[src/rtl/core/rfcrc_pkg.sv]
// package for the record framer: item kinds, sync bytes, crc helpers
// depends on nothing
package rfcrc_pkg;

	typedef enum logic [1:0] {
		KIND_SESSION = 2'd0,
		KIND_BEGIN   = 2'd1,
		KIND_PAYLOAD = 2'd2,
		KIND_END     = 2'd3
	} kind_t;

	localparam logic [31:0] CRC_POLY = 32'hEDB88320;
	localparam logic [7:0]  SYNC_A0  = 8'hAA;
	localparam logic [7:0]  SYNC_A1  = 8'h55;
	localparam logic [7:0]  SYNC_B0  = 8'hA5;
	localparam logic [7:0]  SYNC_B1  = 8'h5A;

	typedef struct packed {
		kind_t      kind;
		logic [7:0] data;
	} item_t;

	// fold one byte into a crc kept in finalized (inverted) form
	function automatic logic [31:0] crc_fold(input logic [31:0] crc, input logic [7:0] b);
		logic [31:0] c;
		c = ~crc;
		c = c ^ {24'd0, b};
		for (int i = 0; i < 8; i++) begin
			c = c[0] ? ((c >> 1) ^ CRC_POLY) : (c >> 1);
		end
		return ~c;
	endfunction

	// header byte at a given beat position
	function automatic logic [7:0] hdr_byte(input logic [2:0] pos, input logic [31:0] cnt);
		logic [7:0] r;
		case (pos)
			3'd0: r = SYNC_A0;
			3'd1: r = SYNC_A1;
			3'd2: r = cnt[31:24];
			3'd3: r = cnt[23:16];
			3'd4: r = cnt[15:8];
			3'd5: r = cnt[7:0];
			3'd6: r = SYNC_B0;
			3'd7: r = SYNC_B1;
			default: r = SYNC_A0;
		endcase
		return r;
	endfunction

endpackage

[src/rtl/core/rfcrc_in_reg.sv]
// input register stage of the record framer
// depends on rfcrc_pkg
module rfcrc_in_reg
	import rfcrc_pkg::*;
(
	input  logic       clk,
	input  logic       arst_n,
	input  logic       in_valid,
	output logic       in_stall,
	input  logic [1:0] kind,
	input  logic [7:0] data_byte,
	input  logic       take,
	output logic       valid_s1,
	output item_t      item_s1
);

	logic load;

	// hold the item until the engine has produced all its beats
	assign in_stall = valid_s1 && !take;
	assign load     = in_valid && !in_stall;

	// valid flag
	always_ff @(posedge clk or negedge arst_n) begin
		if (!arst_n) begin
			valid_s1 <= 1'b0;
		end else if (load) begin
			valid_s1 <= 1'b1;
		end else if (take) begin
			valid_s1 <= 1'b0;
		end
	end

	// payload capture
	always_ff @(posedge clk) begin
		if (load) begin
			item_s1.kind <= kind_t'(kind);
			item_s1.data <= data_byte;
		end
	end

endmodule

[src/rtl/core/rfcrc_engine.sv]
// beat generator with running crc, frame counter and result register
// depends on rfcrc_pkg
module rfcrc_engine
	import rfcrc_pkg::*;
(
	input  logic        clk,
	input  logic        arst_n,
	input  logic        rec_on,
	input  logic        valid_s1,
	input  item_t       item_s1,
	output logic        take,
	output logic        out_valid,
	input  logic        out_stall,
	output logic [7:0]  out_byte,
	output logic        byte_valid,
	output logic        run_last,
	output logic [31:0] crc_value,
	output logic [31:0] frame_total
);

	logic [31:0] crc_q;
	logic [31:0] count_q;
	logic [2:0]  beat_q;
	logic        out_valid_q;

	logic        out_free;
	logic        emit;
	logic        clr;
	logic        is_last;
	logic [7:0]  byte_d;
	logic        bvalid_d;
	logic [31:0] crc_d;
	logic [31:0] count_d;

	assign out_free = !out_valid_q || !out_stall;

	// decode the held item into one beat
	always_comb begin
		emit     = 1'b0;
		clr      = 1'b0;
		take     = 1'b0;
		is_last  = 1'b1;
		byte_d   = 8'd0;
		bvalid_d = 1'b1;
		crc_d    = crc_q;
		count_d  = count_q;
		if (valid_s1) begin
			if (item_s1.kind == KIND_SESSION) begin
				clr  = 1'b1;
				take = 1'b1;
			end else if (!rec_on) begin
				take = 1'b1;
			end else if (out_free) begin
				emit = 1'b1;
				case (item_s1.kind)
					KIND_BEGIN: begin
						byte_d  = hdr_byte(beat_q, count_q);
						is_last = (beat_q == 3'd7);
						crc_d   = crc_fold(crc_q, byte_d);
					end
					KIND_PAYLOAD: begin
						byte_d = item_s1.data;
						crc_d  = crc_fold(crc_q, byte_d);
					end
					KIND_END: begin
						bvalid_d = 1'b0;
						count_d  = count_q + 32'd1;
					end
					default: begin
						emit = 1'b0;
					end
				endcase
				take = is_last;
			end
		end
	end

	// session state and header beat counter
	always_ff @(posedge clk or negedge arst_n) begin
		if (!arst_n) begin
			crc_q   <= 32'd0;
			count_q <= 32'd0;
			beat_q  <= 3'd0;
		end else if (clr) begin
			crc_q   <= 32'd0;
			count_q <= 32'd0;
			beat_q  <= 3'd0;
		end else if (emit) begin
			crc_q   <= crc_d;
			count_q <= count_d;
			beat_q  <= (item_s1.kind == KIND_BEGIN && !is_last) ? beat_q + 3'd1 : 3'd0;
		end
	end

	// result valid
	always_ff @(posedge clk or negedge arst_n) begin
		if (!arst_n) begin
			out_valid_q <= 1'b0;
		end else if (out_free) begin
			out_valid_q <= emit;
		end
	end

	// result payload
	always_ff @(posedge clk) begin
		if (emit) begin
			out_byte    <= byte_d;
			byte_valid  <= bvalid_d;
			run_last    <= is_last;
			crc_value   <= crc_d;
			frame_total <= count_d;
		end
	end

	assign out_valid = out_valid_q;

endmodule

[src/rtl/core/record_framer_with_crc32.sv]
// top level of the record framer with running crc-32
// depends on rfcrc_pkg, rfcrc_in_reg, rfcrc_engine
//
// usage
//   input channel: in_valid / in_stall with kind and data_byte. kind selects
//   session start, frame begin, payload byte or frame end.
//   output channel: out_valid / out_stall with out_byte, byte_valid, run_last,
//   crc_value (finalized crc-32 of the session so far) and frame_total.
//   config channel: cfg_valid / cfg_ready with cfg_data[0] = recording on;
//   cfg_ready is always high, write only while the block is idle.
// item flow
//   an item is captured in the input register, then its results in the result
//   register. payload bytes and frame ends give one result each; a frame
//   begin holds the input register for its eight header beats, one result each.
//   session starts and dropped items give no result.
// reset
//   clears the crc, the frame counter, recording_on and all valid flags.
// stall
//   a stalled result holds its payload; the result register and the input
//   register fill, then in_stall rises until out_stall falls.
module record_framer_with_crc32
	import rfcrc_pkg::*;
(
	input  logic        clk,
	input  logic        arst_n,
	input  logic        cfg_valid,
	output logic        cfg_ready,
	input  logic        cfg_data,
	input  logic        in_valid,
	output logic        in_stall,
	input  logic [1:0]  kind,
	input  logic [7:0]  data_byte,
	output logic        out_valid,
	input  logic        out_stall,
	output logic [7:0]  out_byte,
	output logic        byte_valid,
	output logic        run_last,
	output logic [31:0] crc_value,
	output logic [31:0] frame_total
);

	logic  rec_on_q;
	logic  valid_s1;
	item_t item_s1;
	logic  take;

	// configuration register
	assign cfg_ready = 1'b1;

	always_ff @(posedge clk or negedge arst_n) begin
		if (!arst_n) begin
			rec_on_q <= 1'b0;
		end else if (cfg_valid && cfg_ready) begin
			rec_on_q <= cfg_data;
		end
	end

	// input register
	rfcrc_in_reg u_in_reg (
		.clk       (clk),
		.arst_n    (arst_n),
		.in_valid  (in_valid),
		.in_stall  (in_stall),
		.kind      (kind),
		.data_byte (data_byte),
		.take      (take),
		.valid_s1  (valid_s1),
		.item_s1   (item_s1)
	);

	// beat engine and result register
	rfcrc_engine u_engine (
		.clk         (clk),
		.arst_n      (arst_n),
		.rec_on      (rec_on_q),
		.valid_s1    (valid_s1),
		.item_s1     (item_s1),
		.take        (take),
		.out_valid   (out_valid),
		.out_stall   (out_stall),
		.out_byte    (out_byte),
		.byte_valid  (byte_valid),
		.run_last    (run_last),
		.crc_value   (crc_value),
		.frame_total (frame_total)
	);

endmodule

[config.mk]
export PLATFORM = sky130hd
export DESIGN_NAME = record_framer_with_crc32
export DESIGN_NICKNAME = d
export VERILOG_FILES = /design/src/rtl/core/rfcrc_pkg.sv /design/src/rtl/core/rfcrc_in_reg.sv /design/src/rtl/core/rfcrc_engine.sv /design/src/rtl/core/record_framer_with_crc32.sv
export SDC_FILE = /design/constraint.sdc
export NUM_CORES = 1
export LEC_CHECK = 0
export BUFFER_PORTS_ARGS = -buffer_cell sky130_fd_sc_hd__buf_2
export CAP_MARGIN = 20
export CORE_MARGIN = 4
export CORE_UTILIZATION = 60
export CTS_CLUSTER_SIZE = 8
export DETAILED_ROUTE_END_ITERATION = 8
export GPL_ROUTABILITY_DRIVEN = 0
export GPL_TIMING_DRIVEN = 0
export PLACE_DENSITY = 0.9
export SLEW_MARGIN = 20
export SYNTH_ARGS = -nofsm -noshare
export SYNTH_HDL_FRONTEND = slang
export SYNTH_SLANG_ARGS = --single-unit
[constraint.sdc]
create_clock -name clk -period 4.65 [get_ports clk]
set_input_delay 0 -clock clk [delete_from_list [all_inputs] [get_ports clk]]
set_output_delay 0 -clock clk [all_outputs]
set_load 0.02 [all_outputs]
==> impl_metrics.ini, run 1 <==
[finish]
fin_cells = 1064
drive_gt1_share_pct = 19.34
fin_nets = 898
diodes = 0
syn_to_final_growth_pct = 16.57

[cts]
cts_sinks = 154
post_cts_buffers = 0
clk_pin_slew_ns = 0.07
cts_max_level = 4
clkLatencyLatePin_ns = 0.44
cts_resized = 0
cts_root_buf = clkbuf_16
cts_buffer_depth = 2
numCtsBuffers = 17
hold_buffers = 15
cts_tree = built

[yosys]
synth_top_cell_by_area = edfxtp_1
syn_area_per_cell_sq_um = 11.70
yosysSeqAreaShare_pct = 49.10
post-synth-top-count-cell = xnor2_1
synth_nets = 771
synth_area_leaders = edfxtp_1 (29%), dfrtp_1 (20%), xnor2_1 (9.3%)
synth-seq-cells = 154
ys_warn_count = 0
synth.top_cell.area_share_pct = 28.98
synth_enable_flop_cells = 84
netlist_top_cells_count = xnor2_1 (92), edfxtp_1 (84), dfrtp_1 (70), nor2_1 (64), nand2_1 (52)
synth_cell_types = 67
syn-instance-count = 744
netlist_area_sq_mm = 0.008705
synth_ff_type = edfxtp_1
ys_async_sr_fraction_pct = 45.45

[die]
coreArea_sq_mm = 0.01404
initial_core_util_pct = 61.99
die_w_um = 128.4
die_h_um = 128.4
rows = 43
die_area_sq_mm = 0.01650
ioPinCount = 93

[critical_path]
start_kind = flip-flop
required_ns = 4.82
r2r_cells = 11
worstPathArrival_ns = 4.18
end_kind = flip-flop
worst-r2r-setup-slack_ns = 0.64
path_max_fanout = 8
reg2reg_from = u_engine.beat_q[1]
r2r-end = u_engine.crc_value[25]
path_class = flip-flop to flip-flop

[power]
p_leak_nw = 4.616
powerDensity_mw_per_mm2 = 540.2
ir_worst_vdd_mv = 0.3317

[route]
drt_wl_total_um = 22490
wl_per_cell_um = 21.14
firstDrtPassIters = 6
drc_errors = 0
ant_nets = 0
viasPerCell = 6.309
vias = 6713
drt-initial-drc-count = 866

[sta]
rsz0062_at_grt = no
min_period_ns = 4.010
tightest_slew_ns = 1.150
period_share_pct = 86.23
hold_viol = 0
fmax_mhz = 249.4
setup_viol = 0
slew_violations = 0
whs_ns = 0.02708
skew_ns = 0.009213
slew_headroom_pct = 23.15

[min_path]
hold_path.class = input port to async pin

[placement]
dp_cells = 1017
hpwl_um = 15360
port_buffers = 91

[global_route]
grt_pass1_wl_um = 34850
grt_start_max_net_pins = 57
grt_pass1_vias = 6428
grt_overflow = 0
track_usage_pct = 27.79
antenna_found_initial = 0

[run_status]
status = completed

[run]
cap_violations = 0
## report_power, final
group	switching (mW)	internal, mW
Sequential	0.167	1.63
Clock	0.586	0.694
Combinational	1.22	1.18
Total	1.98	3.50
## cells by family (layout without fill, tap and decap cells)
group                      count (synthesis)  after routing  share of synthesized area, %
xor gates and xnor gates                 161            161                         20.68
muxes                                     25             25                         3.033
DFF                                      154            154                         49.10
other                                      1              1                       0.04308
AOI/OAI and AO/OA                        161            161                         13.61
buffers and inverters                     48            188                         2.372
and+or+nand+nor                          183            183                         9.573
adders and majority gates                 11             11                         1.581
## sequential cells by signal, indices dropped and copies added (netlist names), 3 cells and up
register / flops
u_engine.frame_total: 32
u_in_reg.item_s1: 10
u_engine.beat_q: 3
u_engine.crc_q: 32
u_engine.out_byte: 8
u_engine.crc_value: 32
u_engine.count_q: 32
## how the worst max path moves through the flow
stage	from	endpoint	slack [ns]	cells past startpoint
after floorplan	u_in_reg.item_s1[8]	u_engine.crc_q[30]	0.60	9
after global placement	u_in_reg.item_s1[8]	u_engine.crc_q[30]	-0.57	9
after detailed placement	u_engine.beat_q[1]	u_engine.crc_value[25]	0.77	11
after CTS	u_engine.beat_q[1]	u_engine.crc_value[25]	0.73	11
after global routing	u_engine.beat_q[1]	u_engine.crc_value[25]	0.51	11
final	u_engine.beat_q[1]	u_engine.crc_value[25]	0.64	11
## worst max-delay path, stage by stage, from the launching register on
cell and delay (ns):
dfrtp_1 0.49, ha_1 0.26, ha_1 0.21, buf_6 0.14, a221oi_4 0.34, o211ai_4 0.13
a221oi_4 0.46, xnor3_1 0.55, xor2_1 0.45, xnor2_1 0.15, a221oi_1 0.45, nor2_1 0.12
## cell type report
cell class / instances / area [sq um]
Sequential cell: 154 / 4274
Multi-Input combinational cell: 542 / 4232
Fill cell: 897 / 3895
Timing Repair Buffer: 108 / 663.1
Clock buffer: 18 / 429.2
Tap cell: 180 / 225.2
Buffer: 36 / 165.2
Clock inverter: 14 / 113.9
Inverter: 12 / 45.04
## metrics by stage
stage	utilization, %	area (sq um)	total power, mW	setup slack [ns]	TNS, ns
3_3_place_gp	66.84	9385	4.033	-0.5703	-28.17
3_5_place_dp	67.27	9447	4.114	0.7700	0
4_1_cts	72.21	10140	5.425	0.7253	0
2_1_floorplan	-	8705	3.656	0.6001	0
5_1_grt	72.26	10150	5.691	0.5107	0
6_report	72.26	10150	5.481	0.6402	0
## placed cells by master (no fill, tap or decap), drive strengths merged, types with 8 or more instances in the layout
cell	instances
a21o	35
a21oi	23
a22oi	18
and2	8
and3	13
buf	102
clkbuf	45
dfrtp	70
dlygate4sd3	15
edfxtp	84
ha	11
inv	19
mux2	11
mux2i	14
nand2	52
nand3	23
nor2	64
o21ai	36
xnor2	93
xnor3	16
xor2	45
## routing by layer
metal	global-route usage (%)	wire length [um]	vias to the layer above
li1	-	-	2919
met1	38.63	8845	3224
met2	41.68	10260	497
met3	7.430	2671	73
met4	11.67	710	0
met5	0	0	-
No activity file was read; power rests on OpenSTA's default activity.
==> run 2: changes to the inputs <==
--- a/config.mk
+++ b/config.mk
@@ -7,12 +7,13 @@
 export LEC_CHECK = 0
 export BUFFER_PORTS_ARGS = -buffer_cell sky130_fd_sc_hd__buf_2
 export CAP_MARGIN = 20
-export CORE_MARGIN = 4
+export CORE_MARGIN = 2
 export CORE_UTILIZATION = 60
 export CTS_CLUSTER_SIZE = 8
 export DETAILED_ROUTE_END_ITERATION = 8
 export GPL_ROUTABILITY_DRIVEN = 0
 export GPL_TIMING_DRIVEN = 0
+export MAX_ROUTING_LAYER = met4
 export PLACE_DENSITY = 0.9
 export SLEW_MARGIN = 20
 export SYNTH_ARGS = -nofsm -noshare
==> run 2 against run 1 <==
Worst hold slack improved by 0.0079 ns; count of clock-buffer cells in the layout shrank 1; clock power is 9% higher; fmax increased by 0.17%; first-iteration DRC count fell by 6.1%; design area grew 0.35%.
==> impl_metrics.ini, run 2 (same netlist as run 1, synthesis figures left out) <==
[cts]
cts_max_level = 4
cts_sinks = 154
clkLatencyLatePin_ns = 0.44
post_cts_buffers = 0
cts_buffer_depth = 2
numCtsBuffers = 17
clk_pin_slew_ns = 0.07
cts_root_buf = clkbuf_16
cts_tree = built

[die]
die_w_um = 124.4
ioPinCount = 93
rows = 44
die_h_um = 124.4
die_area_sq_mm = 0.01549
initial_core_util_pct = 60.58
coreArea_sq_mm = 0.01437

[route]
ant_nets = 0
firstDrtPassIters = 6
viasPerCell = 6.231
wl_per_cell_um = 21.19
vias = 6655
drt_wl_total_um = 22630
drc_errors = 0
drt-initial-drc-count = 813

[placement]
dp_slack_ns = 0.7690
port_buffers = 91
place_area_sq_mm = 0.009444
dp_cells = 1021
hpwl_um = 15280

[sta]
period_share_pct = 86.09
rsz0062_at_grt = no
skew_ns = 0.01386
setup_viol = 0
hold_viol = 0
setup-tns-final_ns = 0
slew_violations = 0
whs_ns = 0.03496
min_period_ns = 4.003
slew_headroom_pct = 14.42
fin_ws_ns = 0.6470
tightest_slew_ns = 1.275
fmax_mhz = 249.8

[finish]
diodes = 0
fin_util_pct = 70.86
syn_to_final_growth_pct = 16.98
final_area_sq_mm = 0.01018
fin_cells = 1068
layout_common_cells = xnor2_1 (92), buf_2 (92), edfxtp_1 (84)
fin_nets = 898
drive_gt1_share_pct = 19.12

[run]
cap_violations = 0

[global_route]
grt_start_max_net_pins = 44
grt_pass1_vias = 6608
grt_overflow = 0
antenna_found_initial = 0
grt_pass1_wl_um = 35950
track_usage_pct = 30.72

[power]
ir_worst_vdd_mv = 0.3826
powerDensity_mw_per_mm2 = 548.0
p_leak_nw = 4.624
total_power_mw = 5.580

[critical_path]
required_ns = 4.82
path_class = flip-flop to flip-flop
worstPathArrival_ns = 4.17
end_kind = flip-flop
path_max_fanout = 8
start_kind = flip-flop

[run_status]
status = completed

[min_path]
hold_path.class = input port to async pin
run 2: final cells by class:
| class | instances | area [sq um] |
|---|---|---|
| clock inverter | 15 | 162.7 |
| inverter | 12 | 45.04 |
| buffer | 36 | 165.2 |
| fill | 957 | 4187 |
| sequential | 154 | 4274 |
| timing repair buffer | 108 | 655.6 |
| tap | 184 | 230.2 |
| multi-input combinational | 542 | 4224 |
| clock buffer | 17 | 425.4 |
run 2: power breakdown:
| group | switching (mW) | total [mW] | internal [mW] |
|---|---|---|---|
| sequential | 0.161 | 1.79 | 1.63 |
| clock | 0.592 | 1.39 | 0.797 |
| combinational | 1.22 | 2.40 | 1.18 |
| total | 1.98 | 5.58 | 3.60 |
run 2: worst max-delay path, cell delays in order (launching register included):
cell and delay, ns:
dfrtp_1 0.48, ha_1 0.25, ha_1 0.21, buf_6 0.14, a221oi_4 0.33, o211ai_4 0.13
a221oi_4 0.41, xnor3_1 0.54, xor2_1 0.45, xnor2_1 0.18, a221oi_1 0.46, nor2_1 0.14
run 2: layer usage:
metal | part of all wire, % | wire (um) | track usage (%)
met5 | 0 | 0 | -
met3 | 12 | 2613 | 7.259
met4 | 3.7 | 840 | 14.54
met2 | 46 | 10370 | 45.23
met1 | 39 | 8805 | 40.66
run 2: final timing paths:
kind | start | endpoint | slack (ns) | cells past startpoint
worst min-delay path | arst_n | u_engine.count_q[12] | 0.03 | 2
worst max-delay path | u_engine.beat_q[1] | u_engine.crc_value[25] | 0.65 | 11
worst max register to register | u_engine.beat_q[1] | u_engine.crc_value[25] | 0.65 | 11
max in group asynchronous | arst_n | u_engine.crc_q[12] | 4.05 | 3
min in group clk | data_byte[5] | u_in_reg.item_s1[5] | 0.27 | 2
worst min register to register | u_engine.count_q[24] | u_engine.count_q[24] | 0.52 | 1
run 2: timing repair:
action | in CTS | in global routing
hold buffers | 15 | 0
endpoints found under the hold margin | 83 | 0
gates resized for setup | 0 | 0
==> run 3: changes to the inputs <==
--- a/config.mk
+++ b/config.mk
@@ -5,6 +5,7 @@
 export SDC_FILE = /design/constraint.sdc
 export NUM_CORES = 1
 export LEC_CHECK = 0
+export ABC_AREA = 1
 export BUFFER_PORTS_ARGS = -buffer_cell sky130_fd_sc_hd__buf_2
 export CAP_MARGIN = 20
 export CORE_MARGIN = 2
==> run 3 against run 2 <==
Clock power shrank 4%; combinational power shrank 2%; non-clock buffer count shrank 9; power shrank 2.4%; clock skew shrank 0.0018 ns; critical path type unchanged; design area grew 5.4%; highest routed layer unchanged; fmax grew 2.2%; largest cell class unchanged; first-iteration DRC count grew 41%.
==> impl_metrics.ini, run 3 <==
[finish]
final_area_sq_mm = 0.01073
fin_cells = 1489
layout_common_cells = nand2_1 (314), inv_1 (167), nor2_1 (128)
fin_util_pct = 70.85
syn_to_final_growth_pct = 15.75
diodes = 0
drive_gt1_share_pct = 14.60
layout_commonest_cell = nand2_1
fin_nets = 1315

[die]
rows = 45
ioPinCount = 93
die_w_um = 128.3
initial_core_util_pct = 61.21
die_h_um = 128.3
die_area_sq_mm = 0.01646
coreArea_sq_mm = 0.01515

[yosys]
synth-seq-cells = 154
post-synth-top-count-cell = nand2_1
netlist_area_sq_mm = 0.009270
synth_nets = 1187
ys_warn_count = 0
netlist_top_cells_count = nand2_1 (314), inv_1 (167), nor2_1 (128), edfxtp_1 (84), nand3_1 (84)
synth_area_leaders = edfxtp_1 (27%), dfrtp_1 (19%), nand2_1 (13%)
synth_enable_flop_cells = 84
synth_cell_types = 48
yosysSeqAreaShare_pct = 46.11
ys_async_sr_fraction_pct = 45.45
syn_area_per_cell_sq_um = 7.992
synth.top_cell.area_share_pct = 27.21
synth_top_cell_by_area = edfxtp_1
synth_ff_type = edfxtp_1
syn-instance-count = 1160

[placement]
port_buffers = 91
dp_cells = 1440
place_area_sq_mm = 0.009996
dp_slack_ns = 0.8631
hpwl_um = 17800

[sta]
skew_ns = 0.01203
tightest_slew_ns = 1.039
period_share_pct = 84.27
fin_ws_ns = 0.7317
rsz0062_at_grt = no
fmax_mhz = 255.2
slew_violations = 0
setup_viol = 0
min_period_ns = 3.918
hold_viol = 0
slew_headroom_pct = 30.45

[global_route]
grt_start_max_net_pins = 82
track_usage_pct = 33.15
grt_pass1_vias = 7937
grt_overflow = 0
antenna_found_initial = 0
grt_pass1_wl_um = 40100

[critical_path]
timing.critical_path.buf_inv = 7
worstPathArrival_ns = 4.11
end_kind = flip-flop
cp_cell_sequence = inv_1 > ha_1 > nor2_2 > nand2_2 > clkinv_4 > nand2_1 > inv_1 > clkbuf_1 > buf_2 > o21ai_0 > inv_1 > nand2_1 > nand2_1 > inv_1
required_ns = 4.84
critPathSlowestCell = clkinv_4
path_max_fanout = 81
critPathMaxStageDelay_ns = 0.56
path_class = flip-flop to flip-flop
critPathTopFamily = buffers and inverters
crit_top_cell = inv_1
start_kind = flip-flop

[cts]
numCtsBuffers = 17
clk_pin_slew_ns = 0.07
post_cts_buffers = 0
cts_root_buf = clkbuf_16
cts_resized = 0
cts_buffer_depth = 2
cts_max_level = 4
cts_tree = built
clkLatencyLatePin_ns = 0.44
cts_sinks = 154

[power]
seq_power_share_pct = 32.3
total_power_mw = 5.448
swShare_pct = 42.35
p_leak_nw = 5.223
combPwrFrac_pct = 43.0
powerDensity_mw_per_mm2 = 507.7
pwr-share-clk_pct = 24.7
ir_worst_vdd_mv = 0.3622
cell_internal_pwr_mw = 3.141
p_sw_mw = 2.307

[route]
drt_wl_total_um = 25410
viasPerCell = 5.715
drc_errors = 0
wl_per_cell_um = 17.07
vias = 8509
ant_nets = 0
drt-initial-drc-count = 1150
firstDrtPassIters = 7

[run_status]
status = completed

[min_path]
hold_path.class = input port to flip-flop

[run]
cap_violations = 0
## run 3: cell count changes in the layout (fill, tap and decap cells not counted), sizes merged, moves of 14 or more
cell   previous run  this run
nand3            23        86
mux2i            14         0
xnor2            93        16
xor2             45        85
a21o             35         0
xnor3            16         0
inv              17       183
nand2            52       340
nor2             64       131
## run 3: cells by family (layout without fill, tap and decap cells)
group                      count (synthesis)  in the layout  synth area share, %
adders and majority gates                 11             11                1.485
and+or+nand+nor                          602            602                28.33
DFF                                      154            154                46.11
xor gates and xnor gates                 101            101                10.35
other                                      1              1              0.04045
AOI/OAI and AO/OA                         87             87                5.102
muxes                                      1              1               0.1215
buffers and inverters                    203            344                8.463
## run 3: worst register-to-register path, cell delays in order, from the launching register on
cell	delay, ns
edfxtp_1	0.39
inv_1	0.08
ha_1	0.23
nor2_2	0.21
nand2_2	0.18
clkinv_4	0.56
nand2_1	0.49
inv_1	0.21
clkbuf_1	0.50
buf_2	0.39
o21ai_0	0.14
inv_1	0.08
nand2_1	0.07
nand2_1	0.10
inv_1	0.06
## run 3: repair_timing
item	CTS	global route
hold buffers	17	0
endpoints found under the hold margin	83	0
setup endpoints to repair	0	0
## run 3: power groups by stage
stage / sequential [mW] / clock (mW) / combinational [mW]
3_5_place_dp: 1.78 / 0 / 2.22
3_3_place_gp: 1.78 / 0 / 2.14
4_1_cts: 1.76 / 1.36 / 2.25
6_report: 1.76 / 1.34 / 2.34
5_1_grt: 1.78 / 1.42 / 2.55
2_1_floorplan: 1.82 / 0 / 1.66
## run 3: per-stage QoR
stage               TNS (ns)  hold WS (ns)
global placement      -62.63        0.1782
floorplan                  0       -0.2956
detailed placement         0      -0.09490
CTS                        0        0.2503
global route               0        0.2699
finish                     0        0.2615
## run 3: cell type report
class	count	area, sq um
Fill cell	1106	4415
Sequential cell	154	4274
Multi-Input combinational cell	803	4212
Inverter	177	669.4
Timing Repair Buffer	109	655.6
Clock buffer	19	432.9
Tap cell	188	235.2
Clock inverter	13	131.4
Buffer	26	120.1
## run 3: worst paths after layout
kind	from	end	slack, ns	depth (start not counted)
setup reg to reg	u_in_reg.item_s1[8]	u_engine.crc_value[17]	0.73	14
setup / recovery	u_in_reg.item_s1[8]	u_engine.crc_value[17]	0.73	14
hold / removal	kind[1]	u_in_reg.item_s1[9]	0.26	2
max in group asynchronous	arst_n	u_engine.crc_q[23]	2.75	4
min in group asynchronous	arst_n	u_engine.crc_q[24]	0.46	3
hold reg to reg	u_engine.crc_q[2]	u_engine.crc_q[2]	0.61	2
## run 3: routing by layer
layer | vias to the layer above | track usage [%] | routed length, um
li1 | 3899 | - | -
met1 | 3870 | 43.26 | 9989
met3 | 133 | 9.933 | 3258
met5 | - | - | 0
met2 | 607 | 47.22 | 11000
met4 | 0 | 16.48 | 1162
